**config.mk**
```make
export PLATFORM = sky130hd
export DESIGN_NAME = avo_trend_attribute_unit_top
export DESIGN_NICKNAME = d
export VERILOG_FILES = /design/src/design/avota_pkg.sv /design/src/design/avo_trend_attribute_unit_top.sv
export SDC_FILE = /design/constraint.sdc
export NUM_CORES = 2
export LEC_CHECK = 0
export BUFFER_PORTS_ARGS = -buffer_cell sky130_fd_sc_hd__buf_2
export CORE_MARGIN = 2
export CORE_UTILIZATION = 61
export DETAILED_ROUTE_END_ITERATION = 16
export PLACE_DENSITY = 0.81
export SLEW_MARGIN = 20
export SYNTH_ARGS = -nofsm -noshare
export SYNTH_HDL_FRONTEND = slang
export SYNTH_SLANG_ARGS = --single-unit
```
**constraint.sdc**
```tcl
create_clock -name clk -period 8.6 [get_ports clk]
set_input_delay 1.29 -clock clk [delete_from_list [all_inputs] [get_ports clk]]
set_output_delay 1.29 -clock clk [all_outputs]
set_load 0.02 [all_outputs]
```
**src/design/avota_pkg.sv**
```systemverilog
// ----------------------------------------------------------------------------
// AVO trend attribute package
// Shared widths, register indexes, attribute kinds and class code constants
// for the AVO trend attribute unit.
// ----------------------------------------------------------------------------
`default_nettype none

package avota_pkg;

    // Field widths.
    localparam int SAMPLE_W = 16;   // Q3.12 intercept and gradient
    localparam int TRIG_W   = 16;   // Q1.14 sine and cosine
    localparam int TAN_W    = 24;   // Q9.14 tangent
    localparam int RESULT_W = 20;   // Q7.12 attribute value
    localparam int CFG_ADDR_W = 3;
    localparam int CFG_DATA_W = 24;

    // Fraction bits dropped when an exact 2^-26 sum becomes Q7.12.
    localparam int ROUND_SHIFT = 14;

    // Attribute selected by the kind register.
    typedef enum logic [1:0] {
        ATTR_FLUID    = 2'd0,
        ATTR_LITHO    = 2'd1,
        ATTR_POLARITY = 2'd2,
        ATTR_CLASS    = 2'd3
    } attr_kind_t;

    // Configuration register indexes.
    typedef enum logic [CFG_ADDR_W-1:0] {
        REG_KIND    = 3'd0,
        REG_SINE    = 3'd1,
        REG_COSINE  = 3'd2,
        REG_TANGENT = 3'd3,
        REG_OFFSET  = 3'd4
    } cfg_index_t;

    // Reset value of the cosine register, 1.0 in Q1.14.
    localparam logic signed [TRIG_W-1:0] COSINE_RESET = 16'sd16384;

    // AVO class codes, scaled by 4096 to sit in the Q7.12 result.
    localparam logic signed [RESULT_W-1:0] CLASS_POS_1 = 20'sd4096;
    localparam logic signed [RESULT_W-1:0] CLASS_NEG_1 = -20'sd4096;
    localparam logic signed [RESULT_W-1:0] CLASS_POS_3 = 20'sd12288;
    localparam logic signed [RESULT_W-1:0] CLASS_NEG_3 = -20'sd12288;
    localparam logic signed [RESULT_W-1:0] CLASS_POS_4 = 20'sd16384;
    localparam logic signed [RESULT_W-1:0] CLASS_NEG_4 = -20'sd16384;

    // Saturation limits of the Q7.12 result.
    localparam logic signed [RESULT_W-1:0] RESULT_MAX = 20'sd524287;
    localparam logic signed [RESULT_W-1:0] RESULT_MIN = -20'sd524288;

    // Half of one result LSB in exact 2^-26 units.
    localparam int ROUND_HALF = 8192;

endpackage : avota_pkg

`default_nettype wire

```
**src/design/avo_trend_attribute_unit_top.sv**
```systemverilog
// ----------------------------------------------------------------------------
// AVO trend attribute unit
// Computes fluid factor, lithology factor, polarity-signed lithology factor
// or AVO class for each intercept/gradient sample against a configured trend.
// ----------------------------------------------------------------------------
//
// The unit takes one intercept/gradient sample pair per transfer and returns
// one attribute per transfer, in order. A sample passes through the input,
// product and result registers before the output valid rises. It sustains
// one transfer per cycle while results are taken downstream: the three-stage
// pipeline (input register, product register, result register) advances
// whenever the stage ahead of it is empty or moving, so a new sample is taken
// while a finished result waits for the downstream side as long as an earlier
// stage is still empty. Only when all three stages are full and the result is
// not taken does the input ready drop, in that same cycle. The longest logic
// path sits in the product stage, which runs five multipliers of at most 16 by
// 24 bits in parallel. The trend line is G = offset - I * tan(phi);
// sine, cosine, tangent and offset come from the configuration channel, which
// should be written only while the pipeline is empty. A sample with either
// validity flag cleared yields a zero value with the null flag set.
`default_nettype none

module avo_trend_attribute_unit_top
(
    input  wire logic                                 clk,
    input  wire logic                                 rst_n,

    // Sample input. tdata: intercept_sample [15:0], gradient_sample [31:16].
    input  wire logic                                 s_axis_tvalid,
    output logic                                      s_axis_tready,
    input  wire logic [31:0]                          s_axis_tdata,
    // tuser: intercept_valid [0], gradient_valid [1].
    input  wire logic [1:0]                           s_axis_tuser,

    // Result output. tdata: attribute_value [19:0], zero padding [23:20].
    output logic                                      m_axis_tvalid,
    input  wire logic                                 m_axis_tready,
    output logic [23:0]                               m_axis_tdata,
    // tuser: result_null [0].
    output logic                                      m_axis_tuser,

    // Configuration write channel.
    input  wire logic                                 cfg_valid,
    output logic                                      cfg_ready,
    input  wire logic [avota_pkg::CFG_ADDR_W-1:0]     cfg_addr,
    input  wire logic [avota_pkg::CFG_DATA_W-1:0]     cfg_data
);

    import avota_pkg::*;

    // ------------------------------------------------------------------
    // Configuration registers
    // ------------------------------------------------------------------
    attr_kind_t                  kind_reg;
    logic signed [TRIG_W-1:0]    sine_reg;
    logic signed [TRIG_W-1:0]    cosine_reg;
    logic signed [TAN_W-1:0]     tangent_reg;
    logic signed [SAMPLE_W-1:0]  offset_reg;

    // The register file always takes a write in the cycle it is offered.
    assign cfg_ready = 1'b1;

    always_ff @(posedge clk or negedge rst_n)
    begin
        if (!rst_n)
        begin
            kind_reg    <= ATTR_FLUID;
            sine_reg    <= '0;
            cosine_reg  <= COSINE_RESET;
            tangent_reg <= '0;
            offset_reg  <= '0;
        end
        else if (cfg_valid && cfg_ready)
        begin
            unique case (cfg_index_t'(cfg_addr))
                REG_KIND:    kind_reg    <= attr_kind_t'(cfg_data[1:0]);
                REG_SINE:    sine_reg    <= cfg_data[TRIG_W-1:0];
                REG_COSINE:  cosine_reg  <= cfg_data[TRIG_W-1:0];
                REG_TANGENT: tangent_reg <= cfg_data[TAN_W-1:0];
                REG_OFFSET:  offset_reg  <= cfg_data[SAMPLE_W-1:0];
                default:     ; // Indexes beyond the register list are ignored.
            endcase
        end
    end

    // ------------------------------------------------------------------
    // Pipeline flow control
    // ------------------------------------------------------------------
    logic in_valid_reg;
    logic prod_valid_reg;
    logic out_valid_reg;
    logic out_advance;
    logic prod_advance;
    logic in_advance;

    // Each stage loads when it is empty or its content moves on.
    assign out_advance   = !out_valid_reg || m_axis_tready;
    assign prod_advance  = !prod_valid_reg || out_advance;
    assign in_advance    = !in_valid_reg || prod_advance;
    assign s_axis_tready = in_advance;

    always_ff @(posedge clk or negedge rst_n)
    begin
        if (!rst_n)
        begin
            in_valid_reg   <= 1'b0;
            prod_valid_reg <= 1'b0;
            out_valid_reg  <= 1'b0;
        end
        else
        begin
            if (in_advance)
            begin
                in_valid_reg <= s_axis_tvalid;
            end
            if (prod_advance)
            begin
                prod_valid_reg <= in_valid_reg;
            end
            if (out_advance)
            begin
                out_valid_reg <= prod_valid_reg;
            end
        end
    end

    // ------------------------------------------------------------------
    // Stage 1: input register
    // ------------------------------------------------------------------
    logic signed [SAMPLE_W-1:0] icpt_reg;
    logic signed [SAMPLE_W-1:0] grad_reg;
    logic                       ok_reg;

    always_ff @(posedge clk)
    begin
        if (in_advance && s_axis_tvalid)
        begin
            icpt_reg <= s_axis_tdata[SAMPLE_W-1:0];
            grad_reg <= s_axis_tdata[2*SAMPLE_W-1:SAMPLE_W];
            ok_reg   <= s_axis_tuser[0] && s_axis_tuser[1];
        end
    end

    // ------------------------------------------------------------------
    // Stage 2: products, exact in 2^-26 units
    // ------------------------------------------------------------------
    logic signed [SAMPLE_W:0]             gdiff;
    logic signed [SAMPLE_W+TRIG_W-1:0]    p_is_next;
    logic signed [SAMPLE_W+TRIG_W:0]      p_gc_next;
    logic signed [SAMPLE_W+TRIG_W-1:0]    p_ic_next;
    logic signed [SAMPLE_W+TRIG_W:0]      p_gs_next;
    logic signed [SAMPLE_W+TAN_W-1:0]     p_it_next;

    logic signed [SAMPLE_W+TRIG_W-1:0]    p_is_reg;
    logic signed [SAMPLE_W+TRIG_W:0]      p_gc_reg;
    logic signed [SAMPLE_W+TRIG_W-1:0]    p_ic_reg;
    logic signed [SAMPLE_W+TRIG_W:0]      p_gs_reg;
    logic signed [SAMPLE_W+TAN_W-1:0]     p_it_reg;
    logic signed [SAMPLE_W-1:0]           icpt_p_reg;
    logic signed [SAMPLE_W-1:0]           grad_p_reg;
    logic                                 ok_p_reg;

    always_comb
    begin
        gdiff     = (SAMPLE_W+1)'(grad_reg) - (SAMPLE_W+1)'(offset_reg);
        p_is_next = icpt_reg * sine_reg;
        p_gc_next = gdiff * cosine_reg;
        p_ic_next = icpt_reg * cosine_reg;
        p_gs_next = gdiff * sine_reg;
        p_it_next = icpt_reg * tangent_reg;
    end

    always_ff @(posedge clk)
    begin
        if (prod_advance && in_valid_reg)
        begin
            p_is_reg   <= p_is_next;
            p_gc_reg   <= p_gc_next;
            p_ic_reg   <= p_ic_next;
            p_gs_reg   <= p_gs_next;
            p_it_reg   <= p_it_next;
            icpt_p_reg <= icpt_reg;
            grad_p_reg <= grad_reg;
            ok_p_reg   <= ok_reg;
        end
    end

    // ------------------------------------------------------------------
    // Stage 3: sums, trend compare, rounding and saturation
    // ------------------------------------------------------------------
    localparam int SUM_W   = SAMPLE_W + TRIG_W + 3;  // room for the negation
    localparam int TREND_W = SAMPLE_W + TAN_W + 1;
    localparam int QUOT_W  = SUM_W + 1 - ROUND_SHIFT;

    logic signed [SUM_W-1:0]    fluid_sum;
    logic signed [SUM_W-1:0]    litho_sum;
    logic signed [SUM_W-1:0]    pick_sum;
    logic signed [SUM_W:0]      biased;
    logic signed [QUOT_W-1:0]   quot;
    logic signed [RESULT_W-1:0] rounded;
    logic signed [TREND_W-1:0]  trend26;
    logic signed [TREND_W-1:0]  grad26;
    logic                       above;
    logic                       below;
    logic                       same_sign;
    logic signed [RESULT_W-1:0] class_code;
    logic signed [RESULT_W-1:0] value_next;
    logic                       null_next;
    logic signed [RESULT_W-1:0] value_reg;
    logic                       null_reg;

    always_comb
    begin
        fluid_sum = SUM_W'(p_is_reg) + SUM_W'(p_gc_reg);
        litho_sum = SUM_W'(p_ic_reg) - SUM_W'(p_gs_reg);

        // Trend line and sample gradient, both scaled to 2^-26.
        trend26 = TREND_W'($signed({offset_reg, 14'd0})) - TREND_W'(p_it_reg);
        grad26  = TREND_W'($signed({grad_p_reg, 14'd0}));
        above   = grad26 > trend26;
        below   = grad26 < trend26;

        // Polarity flips the lithology sum for samples under the trend.
        priority if (kind_reg == ATTR_FLUID)
        begin
            pick_sum = fluid_sum;
        end
        else if (kind_reg == ATTR_POLARITY && below)
        begin
            pick_sum = -litho_sum;
        end
        else
        begin
            pick_sum = litho_sum;
        end

        // Round half up: add half an LSB, then floor through the shift.
        biased = (SUM_W+1)'(pick_sum) + (SUM_W+1)'(ROUND_HALF);
        quot   = biased[SUM_W:ROUND_SHIFT];
        if (quot > QUOT_W'(RESULT_MAX))
        begin
            rounded = RESULT_MAX;
        end
        else if (quot < QUOT_W'(RESULT_MIN))
        begin
            rounded = RESULT_MIN;
        end
        else
        begin
            rounded = quot[RESULT_W-1:0];
        end

        // Zero counts as both signs when grouping intercept and gradient.
        same_sign = (!icpt_p_reg[SAMPLE_W-1] && !grad_p_reg[SAMPLE_W-1]) ||
                    (icpt_p_reg <= 0 && grad_p_reg <= 0);
        priority if (same_sign)
        begin
            class_code = above ? CLASS_POS_3 : CLASS_NEG_3;
        end
        else if (grad_p_reg > 0)
        begin
            class_code = above ? CLASS_POS_1 : CLASS_NEG_4;
        end
        else
        begin
            class_code = above ? CLASS_POS_4 : CLASS_NEG_1;
        end

        null_next = !ok_p_reg;
        if (!ok_p_reg)
        begin
            value_next = '0;
        end
        else if (kind_reg == ATTR_CLASS)
        begin
            value_next = class_code;
        end
        else
        begin
            value_next = rounded;
        end
    end

    always_ff @(posedge clk)
    begin
        if (out_advance && prod_valid_reg)
        begin
            value_reg <= value_next;
            null_reg  <= null_next;
        end
    end

    assign m_axis_tvalid = out_valid_reg;
    assign m_axis_tdata  = {4'd0, value_reg};
    assign m_axis_tuser  = null_reg;

    // ------------------------------------------------------------------
    // Assertions
    // ------------------------------------------------------------------
`ifndef SYNTHESIS
    // A null result always carries a zero attribute value.
    assert property (@(posedge clk) disable iff (!rst_n)
        m_axis_tvalid && m_axis_tuser |-> m_axis_tdata == 24'd0)
        else $error("null result with nonzero attribute value");

    // An empty output register never blocks the input side.
    assert property (@(posedge clk) disable iff (!rst_n)
        !out_valid_reg |-> s_axis_tready)
        else $error("input stalled while the output register is empty");

    // A stalled product stage behind a full input stage must hold the input closed.
    assert property (@(posedge clk) disable iff (!rst_n)
        in_valid_reg && prod_valid_reg && !out_advance |-> !s_axis_tready)
        else $error("input accepted while the pipeline is full and stalled");

    // A stalled result holds its place for the next cycle.
    assert property (@(posedge clk) disable iff (!rst_n)
        out_valid_reg && !m_axis_tready |=> out_valid_reg && $stable(value_reg))
        else $error("stalled result lost or changed");
`endif

endmodule : avo_trend_attribute_unit_top

`default_nettype wire
```
==> metrics.log <==
[metrics] end of the worst register-to-register path: p_gs_reg[32]
[metrics] most used cells in the layout excluding fill and tap cells: 1604 x inv_1, 1449 x fa_1, 913 x nand2_1
[metrics] number of hold violations in the final report: 0
[metrics] final setup skew: just over 60 ps
[metrics] fraction of final layout cells with drive strength greater than 1: 0.106
[metrics] sequential-to-total area share from yosys stat: 0.135
[metrics] layout-stage area growth over the synthesis result: 9.17%
[metrics] clock tree from TritonCTS: built
[metrics] final instance area: between 0.07 and 0.08 mm²
[metrics] final setup fails: 9
[metrics] synth top area cells: fa_1 41%, edfxtp_1 11%, ha_1 9.9%
[metrics] Num Clock Sinks: ~330
[metrics] Num CTS Buffers: 44
[metrics] root cell of the clock tree: clkbuf_16
[metrics] Mapped Area: between 0.07 and 0.08 mm²
[metrics] worst min-delay path class: reg -> reg
[metrics] pre-CTS setup slack: -1050 ps
[metrics] arrival time worst endpoint: 9290 ps
[metrics] final setup slack of the worst path: -332 ps
[metrics] violated checks: negative setup slack
[metrics] number of cells produced by synthesis: approximately 7.5k
[metrics] Final #Nets: just under 10k
[metrics] Max transition margin: 0.155
[metrics] number of iterations in the first detailed-routing pass: 6
[metrics] final estimated routing congestion in global placement: ~0.96
[metrics] number of buffers on the longest clock path: 3
[metrics] cell type contributing the most total cell area after synthesis: fa_1
[metrics] Filler cells: ~8.7k
[metrics] largest net degree at the start of global routing: 141
[metrics] highest fanout seen on the critical path: 32
[metrics] CP top delay family: adder cells
[metrics] most numerous cell on the critical path: buf_4
[metrics] worst reg2reg path depth: 41
[metrics] number of top-level pins: 94
[metrics] buffering stage count on the worst path with inverters included: 13
[metrics] crit path launch type: register
[metrics] Post-DP HPWL: around 160 mm
[metrics] Worst R2R Start: grad_reg[0]
[metrics] max-slew violation count: 0
[metrics] die height: 347 µm
[metrics] Placement Cell Area: 0.0754 mm²
[metrics] result of the run: finished with violations
[metrics] Period minus WS final: 8930 ps
[metrics] commonest non-fill, non-tap cell in the layout: inv_1
[metrics] count of flip-flops with a built-in enable after synthesis: 257
[metrics] type of destination of the critical path: register
[metrics] critical path depth: just over 40
[metrics] cell type of the slowest stage on the worst timing path: o21ai_0
[metrics] floorplan die width: between 300 and 400 µm
[metrics] via count of the first global-routing pass: between 50k and 60k
[metrics] remaining design rule violation count: 0
[metrics] effective utilization at floorplan: 0.615
[metrics] Total Wirelength: between 150 and 200 mm
[metrics] worst reg-to-reg setup slack: -330 ps
[metrics] ys flop type: edfxtp_1
[metrics] Crit path required time: approximately 9000 ps
[metrics] number of DRC violations after detailed-routing iteration 0: roughly 5k
[metrics] post-synthesis async set-or-reset flop share: 0.231
[metrics] routed via count: ~54k
[metrics] transition time at the pin with the least slew margin: approximately 1300 ps
[metrics] core region area: between 0.1 and 0.15 mm²
[metrics] register bit count reported by yosys: approximately 330
[metrics] share of the synthesized area in the top cell type: 0.406
[metrics] full die area: 0.120 mm²
[metrics] # port buffers: 88
[metrics] total congestion overflow: 0
[metrics] All-Layer GR Usage: 0.335
[metrics] H-tree levels: 2
[metrics] worst setup path startpoint: grad_reg[0]
[metrics] Highest Clock Rate: 112 MHz
[metrics] worst setup path category: reg -> reg
[metrics] mean area per synthesized cell: about 9.6 µm²
[metrics] clock latency of the later-clocked register in the worst-skew pair: 660 ps
[metrics] number of warning messages in the yosys log: 0
[metrics] initial antenna violation count: 12
[metrics] detailed-route wire length per cell: roughly 21 µm
[metrics] placement row count: 125
[metrics] destination of the critical timing path: p_gs_reg[32]
[metrics] global-route wire length before repair: between 300 and 400 mm
[metrics] number of flip-flops in the largest register: 40
[metrics] Max-cap violations: 0
[metrics] delay of the slowest cell on the worst path: just over 800 ps
[metrics] Distinct cells, synth: roughly 110
[metrics] clock slew seen by the registers of the worst setup and hold paths: approximately 60 ps
[metrics] Period Utilization, post-route: 1.04
[metrics] number of vias per cell after detailed routing: 5.81
[metrics] antenna violation net count after detailed routing: 0
[metrics] setup repair after global routing missed its margin: yes
==> synth_stat cells, types with 8 or more instances <==
cell type,number
nor3b_1,13
inv_1,1618
and2_1,548
nand2b_1,113
a31o_2,10
and3_1,47
clkbuf_1,309
mux2_2,57
o21ai_0,138
edfxtp_1,257
nor3_1,81
nor2b_1,50
o311ai_0,8
a211oi_1,25
a21oi_1,192
o21ai_2,11
o21bai_1,19
a21boi_0,10
o31ai_1,9
o21a_1,26
nand4_1,21
a31oi_1,26
a2111oi_0,11
nand2_1,922
nand3_1,84
dfrtp_1,76
or3_1,25
o211ai_1,25
a21o_1,71
xnor2_1,210
ha_1,569
nor2_1,159
or2_2,14
fa_1,1452
nand3b_1,12
nor4_1,18
xor2_1,68
a211o_1,13
o211a_1,10
a311oi_1,8
==> what timing repair did <==
action	in CTS	in global routing
pin swaps	62	80
hold endpoints to repair	0	0
cloned	0	1
endpoints found under the setup margin	45	46
buffers inserted	34	15
hold buffers	0	0
gates resized for setup	90	113
==> per-layer routing <==
layer | track usage | vias up | wire length (µm) | share of wire
met2 | 0.526 | 2728 | 88300 | 0.45
met5 | 0 | - | 110 | 0.00056
met3 | 0.0858 | 616 | 21300 | 0.11
met1 | 0.423 | 26900 | 71300 | 0.37
met4 | 0.194 | 12 | 13700 | 0.070
li1 | - | 23300 | - | -
==> logic make-up (layout without fill, tap and decap cells) <==
family          after synthesis  after routing  share of synthesized area
other cells                   2             13                   0.000105
flops                       334            334                      0.135
fa+ha+maj                  2021           2021                      0.505
buf+inv                    1941           2151                      0.102
simple gates               2146           2146                      0.150
mux                          62             62                    0.00966
compound gates              688            688                     0.0639
xor+xnor                    278            278                     0.0340
==> worst register-to-register path, delay by kind of cell (launching register included) <==
kind	cells	cell delay [ps]
adder cells (fa/ha/maj)	8	2890
flip-flops	1	400
XOR/XNOR	1	120
AO/OA/AOI/OAI	12	2680
buffers and inverters	13	1470
AND/OR/NAND/NOR	7	1140
==> final cells by class <==
cell class                      instances  area [µm²]  area share
Antenna cell                            8        20.0    0.000256
Clock buffer                           50        1150      0.0148
Clock inverter                         32         423     0.00541
Inverter                             1619        6080      0.0777
Multi-Input combinational cell       5200       55600       0.711
Sequential cell                       334        9650       0.123
Tap cell                             1524        1910      0.0244
Timing Repair Buffer                  450        3370      0.0431
==> how the worst min path moves through the flow <==
stage	from	end	slack, ps	cells after the start
CTS	grad_reg[2]	grad_p_reg[2]	430	0
floorplan	ok_reg	ok_p_reg	400	0
detailed placement	grad_reg[3]	grad_p_reg[3]	440	0
global route	grad_reg[2]	grad_p_reg[2]	440	0
finish	grad_reg[2]	grad_p_reg[2]	440	0
global placement	grad_reg[0]	grad_p_reg[0]	430	0
==> metrics by stage <==
stage	cells	hold slack [ps]	setup TNS, ps	utilization
CTS	9197	427	-1680	0.667
global route	9212	444	-6820	0.672
floorplan	7475	400	0	-
global placement	9084	435	-9700	0.648
finish	9217	436	-2020	0.672
detailed placement	9084	440	-17980	0.648
Power is left out: the tool's default activity adds up to more than one toggle a clock period on the data nets, which glitch-free logic cannot reach.
